## src/hdl/dws_pkg.sv

```systemverilog
package dws_pkg;

  // register indexes (byte address is 4 * index)
  localparam logic [1:0] REG_ENABLE = 2'd0;
  localparam logic [1:0] REG_DRIVE  = 2'd1;
  localparam logic [1:0] REG_MODE   = 2'd2;
  localparam logic [1:0] REG_MIX    = 2'd3;

  // shaper modes
  localparam logic [1:0] MODE_SOFT     = 2'd0;
  localparam logic [1:0] MODE_HARD     = 2'd1;
  localparam logic [1:0] MODE_FUZZ     = 2'd2;
  localparam logic [1:0] MODE_SOFT_ALT = 2'd3;

  // full scale of the percent registers
  localparam logic [6:0] PCT_FULL = 7'd100;

  // pipeline depth of each part
  localparam int PRE_STAGES = 3;
  localparam int SHP_STAGES = 5;
  localparam int MIX_STAGES = 4;

  // configuration as seen by the datapath
  typedef struct packed {
    logic       enable;
    logic [6:0] drive;
    logic [1:0] mode;
    logic [6:0] mix;
  } cfg_t;

endpackage

```

## src/hdl/dws_pregain.sv

```systemverilog
module dws_pregain #(
  parameter int SAMPLE_BITS = 24
) (
  input  logic                                clk_i,
  input  logic [dws_pkg::PRE_STAGES-1:0]      en_i,
  input  dws_pkg::cfg_t                       cfg_i,
  input  logic signed [SAMPLE_BITS-1:0]       x_i,
  output logic signed [SAMPLE_BITS-1:0]       x_o,
  output logic                                neg_o,
  output logic [SAMPLE_BITS+2:0]              u_o
);

  localparam int GW = 23;
  localparam int UW = SAMPLE_BITS + 3;
  localparam int PW = SAMPLE_BITS + GW;
  localparam int RW = PW - 15;
  localparam logic [UW-1:0] U_MAX = {1'b1, {(UW-1){1'b0}}};

  typedef logic [GW-1:0] gain_tab_t [101];

  // pregain 10^(0.04*d) in Q7.16, saturating
  function automatic gain_tab_t build_gain();
    logic [63:0] g;
    logic [63:0] v;
    gain_tab_t   tab;
    g = 64'd1 << 28;
    for (int d = 0; d < 101; d++) begin
      v = (g + 64'd2048) >> 12;
      tab[d] = (v > 64'h7FFFFF) ? 23'h7FFFFF : v[GW-1:0];
      if (g < (64'd128 << 28)) begin
        g = (g * 64'd294333625 + (64'd1 << 27)) >> 28;
      end
    end
    return tab;
  endfunction

  localparam gain_tab_t GAIN_TAB = build_gain();

  logic [6:0]             dsel;
  logic [SAMPLE_BITS-1:0] mag_d;
  logic [RW-1:0]          r_d;

  logic signed [SAMPLE_BITS-1:0] x0_q, x1_q, x2_q;
  logic                          neg0_q, neg1_q, neg2_q;
  logic [SAMPLE_BITS-1:0]        mag0_q;
  logic [GW-1:0]                 g0_q;
  logic [PW-1:0]                 p1_q;
  logic [UW-1:0]                 u2_q;

  // drive clamp and magnitude
  always_comb begin
    dsel  = (cfg_i.drive > dws_pkg::PCT_FULL) ? dws_pkg::PCT_FULL : cfg_i.drive;
    mag_d = x_i[SAMPLE_BITS-1] ? (~x_i + 1'b1) : x_i;
  end

  // stage 0: gain table lookup
  always_ff @(posedge clk_i) begin
    if (en_i[0]) begin
      x0_q   <= x_i;
      neg0_q <= x_i[SAMPLE_BITS-1];
      mag0_q <= mag_d;
      g0_q   <= GAIN_TAB[dsel];
    end
  end

  // stage 1: gain multiply
  always_ff @(posedge clk_i) begin
    if (en_i[1]) begin
      x1_q   <= x0_q;
      neg1_q <= neg0_q;
      p1_q   <= PW'(mag0_q) * PW'(g0_q);
    end
  end

  // stage 2: round and cap at 8.0
  assign r_d = RW'((p1_q + PW'(32768)) >> 16);

  always_ff @(posedge clk_i) begin
    if (en_i[2]) begin
      x2_q   <= x1_q;
      neg2_q <= neg1_q;
      u2_q   <= (r_d > RW'(U_MAX)) ? U_MAX : r_d[UW-1:0];
    end
  end

  assign x_o   = x2_q;
  assign neg_o = neg2_q;
  assign u_o   = u2_q;

endmodule

```

## config.mk

```make
export PLATFORM = sky130hd
export DESIGN_NAME = dws_pregain
export DESIGN_NICKNAME = d
export VERILOG_FILES = /design/src/hdl/dws_pkg.sv /design/src/hdl/dws_pregain.sv
export SDC_FILE = /design/constraint.sdc
export NUM_CORES = 2
export LEC_CHECK = 0
export ABC_CLOCK_PERIOD_IN_PS = 7530
export BUFFER_PORTS_ARGS = -buffer_cell sky130_fd_sc_hd__buf_2
export CORE_MARGIN = 4
export CORE_UTILIZATION = 40
export CTS_CLUSTER_SIZE = 30
export DETAILED_ROUTE_END_ITERATION = 16
export GPL_ROUTABILITY_DRIVEN = 0
export SLEW_MARGIN = 30
export SYNTH_ARGS = -nofsm -noshare
export SYNTH_HDL_FRONTEND = slang
export SYNTH_SLANG_ARGS = --single-unit
```

## constraint.sdc

```tcl
create_clock -name clk_i -period 7.53 [get_ports clk_i]
set_input_delay 0.753 -clock clk_i [delete_from_list [all_inputs] [get_ports clk_i]]
set_output_delay 0.753 -clock clk_i [all_outputs]
set_load 0.05 [all_outputs]
```

==> impl_metrics.toml <==
[cts]
htreeDepth = 4
cts_sinks = 177
numCtsBuffers = 17
clock_latency_ns = 0.46
root_buffer = "clkbuf_16"
cts_buffer_depth = 2
cts.clk_slew.worst_paths_ns = 0.07
cts_tree = "done"

[setup_path]
crit_type = "reg -> reg"
startpoint_type = "register"
cp_max_fo = 8
arrival_ns = 7.50
cp-end-kind = "register"
worst_ep_required_time_ns = 7.74

[sta]
max_freq_mhz = 137
drv_slew = 0
tightestPinTransition_ns = 0.963
worst_slack_ns = 0.247
max-slew-margin-rel_pct = 35.8
hold_viol_final = 0
setup_viol = 0
min_period_ns = 7.28
finalCritPeriodShare_pct = 96.7
skew_ns = 0.0178

[global_routing]
grt_usage_pct = 19.4
grt_pass1_vias = 19723
grt_pass1_wl_microns = 108000
antenna_found_initial = 0
overflow = 0
grt_max_degree = 71

[placement]
dp_slack_ns = -0.0332
io_buffer_count = 86
dp_hpwl_microns = 54600

[synthesis]
yosysSeqAreaShare_pct = 20.2
synth_top_area_share_pct = 34.9
synthArstFlopShare_pct = 0
synth_nets = 3429
postSynthCellCount = 2741
synth_seq_cells = 177
yosys-top-cells-area = "fa_1 35%, edfxtp_1 20%, ha_1 8.8%"
synth_warnings = 0
synth_largest_area_cell = "fa_1"
ys_types = 79
post_synth.cell_area_avg_sq_um = 9.58
syn_area_sq_um = 26300
synth-edff-count = 177
ys.flop_type = "edfxtp_1"

[floorplan]
die_h_microns = 264
core_area_sq_um = 64700
fp.dieArea_sq_um = 69800
start_util_pct = 40.6
fp-row-count = 93
fp.dieW_microns = 264
ios = 97

[drt]
post-route-drc-count = 0
ant_nets = 0
drt-total-wl_microns = 66700
via_count = 18942
dr.pass1.iters = 6
wl_per_cell_microns = 18.1
viasPerCell = 5.14
first_iter_violations = 1605

[outcome]
status = "complete, no violations"

[cells_and_area]
multiInputGateArea_sq_um = 18400
final.fill_count = 6225
register_area_sq_um = 5320
antenna_cells = 0
areaGrowthSynthToFinish_pct = 9.64
nets = 3506
drive_gt1_share_pct = 9.93

[hold_path]
hold_class = "reg -> reg"

[run]
cap_viol_max_count = 0
layout by cell type (no fill, tap or decap), drive strengths merged, types with 29 or more instances in the layout:
cell type and instances:
ha 185, nand3 42, nor3 29, fa 458
nand2 396, and2 253, a21oi 75, buf 203
inv 546, o21ai 69, edfxtp 177, nor2 78
xnor2 56
through the flow:
step / util (%) / cells / setup TNS (ns) / area, sq um / hold slack, ns
2_1_floorplan: - / 2741 / 0 / 26300 / 0.400
3_3_place_gp: 43.3 / 3638 / 0 / 28000 / 0.401
3_5_place_dp: 43.3 / 3638 / -0.0857 / 28000 / 0.405
4_1_cts: 44.2 / 3669 / 0 / 28600 / 0.422
5_1_grt: 44.5 / 3685 / -0.0255 / 28800 / 0.420
6_report: 44.5 / 3685 / 0 / 28800 / 0.421
Yosys cell counts (all sizes together) (11+ instances only):
library cell  instances
a211oi               15
a21oi                75
a31oi                14
and2                253
buf                  11
clkbuf              134
edfxtp              177
fa                  458
ha                  185
inv                 541
nand2               396
nand2b               14
nand3                42
nand4                11
nor2                 78
nor3                 29
o211ai               19
o21ai                69
xnor2                56
xor2                 25
worst paths after layout:
kind,start,to,slack [ns],depth (start not counted)
setup / recovery,g0_q[5],p1_q[41],0.25,24
setup reg to reg,g0_q[5],p1_q[41],0.25,24
hold reg to reg,x0_q[5],x1_q[5],0.42,0
hold / removal,x0_q[5],x1_q[5],0.42,0
cell families (layout without fill, tap and decap cells):
group,Yosys count,after routing,synth area share (%)
flops,177,177,20.2
simple gates,870,870,16.3
xor+xnor,81,81,2.70
fa+ha+maj,643,643,43.7
mux,6,6,0.281
compound gates,277,277,6.79
buf+inv,687,776,9.92
critical path, cell delays in order, from the launching register on:
cell and delay (ns):
edfxtp_1 0.45, buf_4 0.20, and2_1 0.18, fa_1 0.54, inv_1 0.06, fa_1 0.46
fa_1 0.58, inv_1 0.08, fa_1 0.50, inv_1 0.05, fa_1 0.55, fa_1 0.43
fa_1 0.50, inv_1 0.04, ha_1 0.32, a21oi_1 0.21, nand2_1 0.11, a221oi_2 0.37
nor2_2 0.13, o21ai_4 0.25, a211oi_1 0.14, or2_1 0.25, a311o_1 0.39, a21oi_2 0.16
xnor2_1 0.08
registers in the layout, indices dropped and copies added, names as in the netlist:
| register | flops |
|---|---|
| g0_q | 23 |
| p1_q | 32 |
| mag0_q | 23 |
| u_o | 27 |
| x0_q | 24 |
| x1_q | 24 |
| x_o | 24 |
cell type report:
class / instances / area share, %
Clock buffer: 17 / 1.48
Clock inverter: 14 / 0.513
Inverter: 542 / 7.07
Multi-Input combinational cell: 1877 / 63.9
Sequential cell: 177 / 18.5
Tap cell: 855 / 3.72
Timing Repair Buffer: 203 / 4.83
repair_timing:
action,in CTS,in global routing
gates resized for setup,1,12
hold buffers,0,0
pin swaps,0,1
setup endpoints to repair,3,13
buffers inserted,0,16
layer usage:
layer,vias up,GRT usage [%],wire length [microns]
met5,-,0,0
met3,78,3.36,4520
met1,9552,28.2,30100
li1,8670,-,-
met4,0,3.95,1140
met2,642,30.7,31000
Power is left out: the tool's default activity adds up to more than one toggle a clock period on the data nets, which glitch-free logic cannot reach.
