===== config.mk =====
export PLATFORM = sky130hd
export DESIGN_NAME = dws_mix
export DESIGN_NICKNAME = d
export VERILOG_FILES = /design/src/hdl/dws_pkg.sv /design/src/hdl/dws_mix.sv
export SDC_FILE = /design/constraint.sdc
export NUM_CORES = 2
export LEC_CHECK = 0
export BUFFER_PORTS_ARGS = -buffer_cell sky130_fd_sc_hd__buf_2
export CAP_MARGIN = 20
export CORE_ASPECT_RATIO = 0.9
export CORE_MARGIN = 3
export CORE_UTILIZATION = 35
export DETAILED_ROUTE_END_ITERATION = 10
export PLACE_DENSITY = 0.47
export SYNTH_ARGS = -nofsm -noshare
export SYNTH_HDL_FRONTEND = slang
export SYNTH_SLANG_ARGS = --single-unit

===== constraint.sdc =====
create_clock -name clk_i -period 15.8 [get_ports clk_i]
set_input_delay 3.16 -clock clk_i [delete_from_list [all_inputs] [get_ports clk_i]]
set_output_delay 3.16 -clock clk_i [all_outputs]
set_load 0.005 [all_outputs]

===== src/hdl/dws_pkg.sv =====
package dws_pkg;

  // register indexes (byte address is 4 * index)
  localparam logic [1:0] REG_ENABLE = 2'd0;
  localparam logic [1:0] REG_DRIVE  = 2'd1;
  localparam logic [1:0] REG_MODE   = 2'd2;
  localparam logic [1:0] REG_MIX    = 2'd3;

  // shaper modes
  localparam logic [1:0] MODE_SOFT     = 2'd0;
  localparam logic [1:0] MODE_HARD     = 2'd1;
  localparam logic [1:0] MODE_FUZZ     = 2'd2;
  localparam logic [1:0] MODE_SOFT_ALT = 2'd3;

  // full scale of the percent registers
  localparam logic [6:0] PCT_FULL = 7'd100;

  // pipeline depth of each part
  localparam int PRE_STAGES = 3;
  localparam int SHP_STAGES = 5;
  localparam int MIX_STAGES = 4;

  // configuration as seen by the datapath
  typedef struct packed {
    logic       enable;
    logic [6:0] drive;
    logic [1:0] mode;
    logic [6:0] mix;
  } cfg_t;

endpackage


===== src/hdl/dws_mix.sv =====
module dws_mix #(
  parameter int SAMPLE_BITS = 24
) (
  input  logic                                clk_i,
  input  logic [dws_pkg::MIX_STAGES-1:0]      en_i,
  input  dws_pkg::cfg_t                       cfg_i,
  input  logic signed [SAMPLE_BITS-1:0]       x_i,
  input  logic signed [SAMPLE_BITS:0]         wet_i,
  output logic [SAMPLE_BITS-1:0]              y_o
);

  localparam int SB = SAMPLE_BITS;
  localparam int CW = SB + 8;
  localparam int AW = SB + 6;
  localparam int QW = 2 * AW;
  localparam logic [63:0]   RCP64  = (64'd1 << AW) / 64'd100;
  localparam logic [AW-1:0] RCP    = RCP64[AW-1:0];
  localparam logic [AW-1:0] DIV    = AW'(100);
  localparam logic [AW-1:0] HALF   = AW'(50);
  localparam logic [AW-1:0] MAXPOS = AW'({1'b0, {(SB-1){1'b1}}});

  logic [6:0]           m, mc;
  logic signed [CW-1:0] acc_d;
  logic [CW-1:0]        mag_d;
  logic [AW-1:0]        q0, rem, q;
  logic                 bypass;

  logic signed [CW-1:0] acc8_q;
  logic signed [SB-1:0] x8_q, x9_q, x10_q;
  logic [AW-1:0]        a9_q, a10_q;
  logic                 an9_q, an10_q;
  logic [QW-1:0]        pq10_q;
  logic [SB-1:0]        y11_q;

  // stage 8: dry/wet weighted sum
  always_comb begin
    m     = (cfg_i.mix > dws_pkg::PCT_FULL) ? dws_pkg::PCT_FULL : cfg_i.mix;
    mc    = dws_pkg::PCT_FULL - m;
    acc_d = CW'(x_i) * $signed({{(CW-7){1'b0}}, mc})
          + CW'(wet_i) * $signed({{(CW-7){1'b0}}, m});
  end

  always_ff @(posedge clk_i) begin
    if (en_i[0]) begin
      acc8_q <= acc_d;
      x8_q   <= x_i;
    end
  end

  // stage 9: magnitude plus half divisor
  assign mag_d = acc8_q[CW-1] ? CW'(-acc8_q) : CW'(acc8_q);

  always_ff @(posedge clk_i) begin
    if (en_i[1]) begin
      a9_q  <= mag_d[AW-1:0] + HALF;
      an9_q <= acc8_q[CW-1];
      x9_q  <= x8_q;
    end
  end

  // stage 10: reciprocal multiply for the divide by 100
  always_ff @(posedge clk_i) begin
    if (en_i[2]) begin
      pq10_q <= QW'(a9_q) * QW'(RCP);
      a10_q  <= a9_q;
      an10_q <= an9_q;
      x10_q  <= x9_q;
    end
  end

  // stage 11: quotient correction, sign, saturation, bypass
  always_comb begin
    q0     = pq10_q[QW-1:AW];
    rem    = a10_q - AW'(q0 * DIV);
    q      = (rem >= DIV) ? q0 + 1'b1 : q0;
    bypass = !cfg_i.enable || (cfg_i.drive == '0);
  end

  always_ff @(posedge clk_i) begin
    if (en_i[3]) begin
      if (bypass) begin
        y11_q <= x10_q;
      end else if (an10_q) begin
        y11_q <= SB'(~q + 1'b1);
      end else begin
        y11_q <= (q > MAXPOS) ? MAXPOS[SB-1:0] : q[SB-1:0];
      end
    end
  end

  assign y_o = y11_q;

endmodule


==> impl_results.md <==
- Total gr overflow: 0
- Setup TNS: 0 ps
- Hold path cells: 0
- Ys flop type: edfxtp_1
- H-tree depth: 1
- Total track usage: about 17%
- Mapped cell area: around 36,000 um^2
- Dpl hpwl: 75.8 mm
- Setup bufs post-CTS: 0
- Routability Congestion: 0.880
- Starting Density: between 30% and 40%
- CP max-delay cell: xnor2_4
- Core box area: slightly above 100,000 um^2
- Fraction of registers with async set/reset: 0%
- Mapped Cells: around 3,500
- Row Count: around 110
- Post-route cell area: just under 40,000 um^2
- Die Area: between 100,000 and 150,000 um^2
- Antenna violations before repair: 8
- Routed len/inst: around 18 um
- Worst skew pair latency: approximately 560 ps
- Mapped Nets: around 4,700
- Period minus WS final: 12,460 ps
- Yosys reg bits: 211
- RSZ-0062 raised after global routing: false
- Critical Path RT: ~16,000 ps
- Maximum clock frequency: between 0.08 and 0.09 GHz
- Yosys warning total: 0
- Post-route ant nets: 0
- Worst setup SP type: input port
- Vias in the first global route: ~26,000
- Crit path kind: input port to register
- CP Depth: 35
- Critical Path Fanout Max: 50
- 1st-pass router iterations: 5
- Worst-case clock skew: ~26 ps
- Final wirelength: between 90 and 100 mm
- Synth-to-Final Area Change: 8.09%
- Layout cells sized above 1: a little over 6%
- Total CTS buffers: 25
- Hold buffer count at CTS: 0
- Crit path max-delay family: adder cells
- Die Wd: about 350 um
- Status: complete, no violations
- Final setup fails: 0
- Sinks on Clock Net: ~210
- Root buf cell: clkbuf_16
- Vias/cell: 4.86
- CTS tree: done
- Setup crit end kind: register
- Post-synthesis sequential area ratio: between 10% and 20%
- Max Slew Vio Count: 0
- Worst R2R Path Depth: 40
- Slew headroom: 30.5%
- Max_cap viols: 0
- Inserted Diodes: 0
- Critical Path AT: approximately 13,000 ps
- Cell Area, Placed: 38,600 um^2
- Post-CTS resize count: 0
- First-pass GRT wire length: 149 mm
- Via Count: roughly 24,000
- Clk slew on worst S/H paths: ~70 ps
- CP most frequent cell: fa_1
- Number of enable flip-flop cells after synthesis: ~210
- Nets@finish: 4,782
- Final hold vios: 0
- Ports: 95
- Port Buffers: 92
- Drt initial violations: roughly 1,200
- Worst Max-Slew Pin Slew: about 1000 ps
- Period utilization: between 70% and 80%
- Critical Path Max Stage Delay: about 740 ps
- CP Buf/Inv Count: 7
- Distinct cells, synth: 96
- Chip Height: ~310 um
- Drc violations: 0
- Clock Path Buffers: 3
- Class of the worst hold path: register to register
- Syn Area/Cell: roughly 10 um^2
- Pin count of the biggest net entering global routing: roughly 70
==> flip-flops by register name (all words and copies together), names as in the netlist <==
signal  cells
a10_q      28
a9_q       30
acc8_q     31
an10_q      1
an9_q       1
pq10_q     24
x10_q      24
x8_q       24
x9_q       24
y_o        24
==> final timing paths <==
check / from / to / slack [ps]
worst min-delay path: x8_q[6]$_DFFE_PP_ / x9_q[6]$_DFFE_PP_ / 410
worst max register to register: pq10_q[30]$_DFFE_PP_ / y_o[10]$_DFFE_PP_ / 5580
worst max-delay path: cfg_i[5] / acc8_q[31]$_DFFE_PP_ / 3340
worst min register to register: x8_q[6]$_DFFE_PP_ / x9_q[6]$_DFFE_PP_ / 410
==> kinds of logic (layout without fill, tap and decap cells) <==
family / Yosys count / count (layout) / synth area share (%)
buffers and inverters: 824 / 911 / 8.57
AND/OR/NAND/NOR: 819 / 819 / 11.9
flip-flops: 211 / 211 / 17.4
AO/OA/AOI/OAI: 378 / 378 / 7.25
adder cells (fa/ha/maj): 1105 / 1105 / 50.0
multiplexers: 12 / 12 / 0.336
XOR/XNOR: 189 / 189 / 4.58
==> area by class of cell <==
type | count | area [um^2]
fill | 10300 | 63200
multi-input combinational | 2503 | 27000
sequential | 211 | 6340
inverter | 740 | 2780
tap | 1356 | 1700
timing repair buffer | 125 | 711
clock buffer | 27 | 633
clock inverter | 19 | 203
==> cell usage in the layout (no fill, tap or decap), types with 7 or more instances in the layout <==
master and instances:
o21ai_0 72, or2_2 13, o211ai_1 12, fa_1 588, buf_2 91, a211oi_1 12
inv_1 740, and3_1 69, nor4_1 15, nor2b_1 42, nand2b_1 26, xor2_1 74
a21oi_1 77, mux2i_1 9, a21o_1 27, o31ai_1 15, edfxtp_1 211, nor2_1 86
nand3_1 45, buf_4 34, o22a_1 21, o21a_1 16, o21bai_1 12, o41ai_1 8
xnor2_1 111, or3_1 12, a31oi_1 7, nand4_1 18, nor3_1 49, or4_1 9
clkbuf_16 25, o21ai_1 8, nand2_1 245, ha_1 517, and2_1 151, o22ai_1 10
==> through the flow <==
step                setup slack (ps)  util [%]  cells  hold WS (ps)
CTS                             3350      38.4   4981           401
global route                    2740      38.4   4981           400
detailed placement              2800      37.6   4935           405
global placement                2860      37.6   4935           400
floorplan                       4390         -   3538           400
finish                          3340      38.4   4981           409
==> per-layer routing <==
metal	vias up	global-route usage, %	routed length [um]
li1	11700	-	-
met1	12100	24.9	43500
met2	358	28.5	42700
met3	81	2.24	3640
met4	2	3.35	1850
met5	-	0	19
==> synth_stat cells, drive strengths merged (12+ instances only) <==
master | instances | area share [%]
nand2 | 245 | 2.5
a21o | 27 | 0.56
inv | 740 | 7.6
or3 | 12 | 0.21
a211oi | 17 | 0.44
o22a | 21 | 0.50
nor4 | 16 | 0.32
nor2 | 87 | 0.90
nor3 | 49 | 0.67
ha | 517 | 18
and2 | 152 | 2.6
xor2 | 75 | 1.8
or2 | 14 | 0.24
o211ai | 12 | 0.25
o31ai | 19 | 0.45
o21bai | 12 | 0.25
nor2b | 43 | 0.74
a21oi | 79 | 1.1
o21ai | 81 | 1.1
edfxtp | 211 | 17
fa | 588 | 32
and3 | 69 | 1.2
nand4 | 21 | 0.44
clkbuf | 66 | 0.68
xnor2 | 114 | 2.8
buf | 18 | 0.26
nand2b | 26 | 0.45
nand3 | 46 | 0.65
o21a | 16 | 0.33
Power is left out: the tool's default activity adds up to more than one toggle a clock period on the data nets, which glitch-free logic cannot reach.
